`src/sv/swm_pkg.sv`:
```
// Shared types, constants and the tree select function for the sliding window maximum block.
`timescale 1ns / 1ps

package swm_pkg;

  localparam int DATA_W            = 32;
  localparam int WIN_SIZE_W        = 7;
  localparam int WINDOW_MAX_DEF    = 64;
  localparam logic [WIN_SIZE_W-1:0] WINDOW_SIZE_RESET = 7'd3;

  // One candidate slot: the sample it holds and whether it is still a candidate.
  typedef struct packed {
    logic                     alive;
    logic signed [DATA_W-1:0] value;
  } node_t;

  // Per-cell control: shift the chain by one beat, and drop the old contents.
  typedef struct packed {
    logic shift;
    logic clear;
  } cell_ctl_t;

  // The older side wins whenever it still holds a candidate.
  function automatic node_t node_pick(input node_t newer, input node_t older);
    node_t res;
    res       = older.alive ? older : newer;
    res.alive = newer.alive | older.alive;
    return res;
  endfunction

endpackage

```
`src/sv/swm_cell.sv`:
```
// One chain cell: holds the sample of one fixed age and its candidate flag.
`timescale 1ns / 1ps

module swm_cell #(
  parameter int IDX = 0,
  parameter int AW  = swm_pkg::WIN_SIZE_W
) (
  input  logic                             clk,
  input  logic                             rst_n,
  input  swm_pkg::cell_ctl_t               ctl,
  input  logic [AW-1:0]                    window,
  input  logic signed [swm_pkg::DATA_W-1:0] sample,
  input  swm_pkg::node_t                   prev_i,
  output swm_pkg::node_t                   cell_o
);

  localparam logic [AW-1:0] AGE = AW'(IDX);

  logic                              alive_r;
  logic                              alive_nxt;
  logic signed [swm_pkg::DATA_W-1:0] val_r;
  logic signed [swm_pkg::DATA_W-1:0] val_nxt;

  // A sample stays a candidate while it is inside the window and no newer
  // sample is strictly larger; equal values survive.
  always_comb begin
    alive_nxt = alive_r;
    val_nxt   = val_r;
    if (ctl.shift) begin
      val_nxt   = prev_i.value;
      alive_nxt = prev_i.alive && (AGE < window) && !(prev_i.value < sample) && !ctl.clear;
    end
  end

  always_ff @(posedge clk) begin
    if (!rst_n) begin
      alive_r <= 1'b0;
    end else begin
      alive_r <= alive_nxt;
    end
  end

  always_ff @(posedge clk) begin
    val_r <= val_nxt;
  end

  assign cell_o.alive = alive_r;
  assign cell_o.value = val_r;

endmodule

```
`config.mk`:
```
export PLATFORM = sky130hd
export DESIGN_NAME = swm_cell
export DESIGN_NICKNAME = d
export VERILOG_FILES = /design/src/sv/swm_pkg.sv /design/src/sv/swm_cell.sv
export SDC_FILE = /design/constraint.sdc
export NUM_CORES = 1
export LEC_CHECK = 0
export ABC_AREA = 0
export BUFFER_PORTS_ARGS = -buffer_cell sky130_fd_sc_hd__clkbuf_2
export CAP_MARGIN = 20
export CORE_UTILIZATION = 47
export CTS_CLUSTER_SIZE = 30
export DETAILED_ROUTE_END_ITERATION = 16
export PLACE_DENSITY = 0.95
export SLEW_MARGIN = 20
export SYNTH_ARGS = -nofsm -noshare
export SYNTH_HDL_FRONTEND = slang
export SYNTH_SLANG_ARGS = --single-unit
```
`constraint.sdc`:
```
create_clock -name clk -period 6.1 [get_ports clk]
set_input_delay 1.22 -clock clk [delete_from_list [all_inputs] [get_ports clk]]
set_output_delay 1.22 -clock clk [all_outputs]
set_load 0.01 [all_outputs]
```
==> impl_metrics.tcl <==
set metrics [dict create \
    drtPass1Iterations 4 \
    multi_input_area_sq_um 705.7 \
    die_area_sq_mm 0.004113 \
    yosys_register_bits 33 \
    cts_setup_buffers 0 \
    worstPathArrival_ns 3.02 \
    rows 22 \
    maxCapViolCount 0 \
    routed-via-count 1522 \
    dpl.hpwl_microns 3328 \
    ant_nets 0 \
    startpoint_type "primary input" \
    holdPathStages 3 \
    dr_wl_met2_microns 2141 \
    fp.dieW_microns 64.13 \
    crit_type "in -> reg" \
    grt.total_usage_pct 20.71 \
    synth_nets 260 \
    final_layout_size_suffix_gt1_share_pct 42.32 \
    yosys.area.top_type_share_pct 52.97 \
    htreeDepth 2 \
    drt_iter0_markers 102 \
    power.density_mw_per_mm2 211.4 \
    routed.top_layer "met4" \
    crit_path_end_kind "register" \
    cts_resized 0 \
    tns_ns 0 \
    syn_area_per_cell_sq_um 11.86 \
    min_period_ns 2.861 \
    numPlacedInstances 308 \
    wl_met3_microns 257 \
    syn_inst 153 \
    min_path_type "reg -> reg" \
    worstMarginPinSlew_ns 0.8619 \
    start_util_pct 49.19 \
    status "complete, no violations" \
    grt_pass1_wl_microns 6292 \
    critPathSlowestCell "ha_1" \
    clkSinkCount 33 \
    tritoncts "built" \
    setup_viol 0 \
    final_common_cell "clkbuf_2" \
    via_per_inst 4.832 \
    fillerInstances 301 \
    cts-root-buf "clkbuf_8" \
    grt_max_degree 35 \
    clkTransAtPathRegs_ns 0.06 \
    io_buffers 108 \
    core_sq_mm 0.003689 \
    nets 374 \
    rsz0062_at_grt "false" \
    max-vdd-ir-drop_mv 0.1315 \
    cpPeakStageDelay_ns 0.32 \
    yosysWarnings 0 \
    cp_cell_sequence "clkbuf_2, inv_1, ha_1, a21oi_1, o21ai_0, a221o_1, a211o_1, a32o_1, or3_1" \
    final_cells 315 \
    yosysTopAreaCell "edfxtp_1" \
    fmax_mhz 349.6 \
    fin_util_pct 67.33 \
    insertion_delay_ns 0.28 \
    p_leak_nw 1.313 \
    finalHoldViolCount 0 \
    numCtsBuffers 5 \
    diodes 0 \
    slew_headroom_pct 42.54 \
    io_pins 109 \
    post_drt_wl_per_cell_microns 12.63 \
    fin_ws_ns 3.239 \
    drv_slew 0 \
    hold_ws_ns 0.7004 \
    ys_top_cells_by_area "edfxtp_1 53%, ha_1 21%, inv_1 6.6%" \
    drc 0 \
    r2r_cells 3 \
    grt_overflow 0 \
    synthesis.area_sq_mm 0.001814 \
    crit_required_ns 6.26 \
    grt_antenna_before_repair 0 \
    gp_congestion 0.7801 \
    pre_cts_slack_ns 2.951 \
    die_h_microns 64.13 \
    ys_seq_area_share_pct 54.07 \
    skew_ns 0 \
    area_growth_pct 36.90 \
    routed_wl_microns 3978 \
    ys_types 24 \
    max-clock-path-buffers 2 \
    layout_common_cells "108 x clkbuf_2, 32 x inv_1, 32 x edfxtp_1, 31 x ha_1, 15 x a21oi_1" \
    met1Wirelength_microns 1475 \
    register_area_sq_um 980.9 \
    grt_pass1_vias 1508 \
    holdBufCountCts 0 \
    finalCritPeriodShare_pct 46.90 \
    crit_fanout 3 \
]
[state kept, by name (all words and copies together) (netlist names)]
register / flops
val_r: 32
alive_r: 1
[path summary, 6_finish.rpt]
kind	start	to	slack (ns)
worst max-delay path	sample[23]	alive_r	3.24
worst max register to register	alive_r	alive_r	5.02
worst min-delay path	alive_r	alive_r	0.70
worst min register to register	alive_r	alive_r	0.70
[cells by family (layout without fill, tap and decap cells)]
kind of cell | after synthesis | in the layout | synth area share (%)
compound gates | 29 | 29 | 9.586
fa+ha+maj | 31 | 31 | 21.38
buf+inv | 33 | 147 | 7.035
simple gates | 27 | 27 | 7.932
flops | 33 | 33 | 54.07
[power by group]
part	switching, W	internal (W)
clock	0.0000747	0.0000768
sequential	0.00000474	0.000268
combinational	0.0000525	0.0000480
[per-layer routing]
metal  global-route usage [%]  up-vias
li1                         -      785
met1                    21.08      656
met2                    37.90       70
met3                    6.607       11
met4                    10.00        0
met5                        0        -
[synth_stat cells]
cell type and number:
nor3b_1 1, nor2b_1 1, o211ai_1 1, nand2_1 7
a211o_1 1, o21ai_0 6, a21oi_1 15, a2111oi_0 2
dfxtp_1 1, inv_1 32, edfxtp_1 32, nand4b_1 1
or3_1 1, nand2b_1 1, nor2_1 2, nand3_1 3
a221o_1 1, ha_1 31, buf_4 1, a32o_1 1
a21o_1 2, nor4_1 2, nor3_1 2, nand4_1 6
[metrics by stage]
stage                     power (W)  cell area, sq um
after floorplan           0.0003230              1814
after global placement    0.0003738              2407
after detailed placement  0.0003799              2407
after CTS                 0.0005328              2484
after global routing      0.0005560              2484
final                     0.0005250              2484
[layout make-up]
type | instances | area share (%)
Clock buffer | 6 | 2.922
Clock inverter | 1 | 0.1511
Inverter | 32 | 4.836
Multi-Input combinational cell | 87 | 28.41
Sequential cell | 33 | 39.50
Tap cell | 48 | 2.418
Timing Repair Buffer | 108 | 21.76
[worst max-delay path, delay by kind of cell]
kind,cells,cell delay [ns]
and+or+nand+nor,1,0.29
adders and majority gates,1,0.32
buffers and inverters,2,0.10
AOI/OAI and AO/OA,5,1.07
Power figures use the tool's default switching activity.
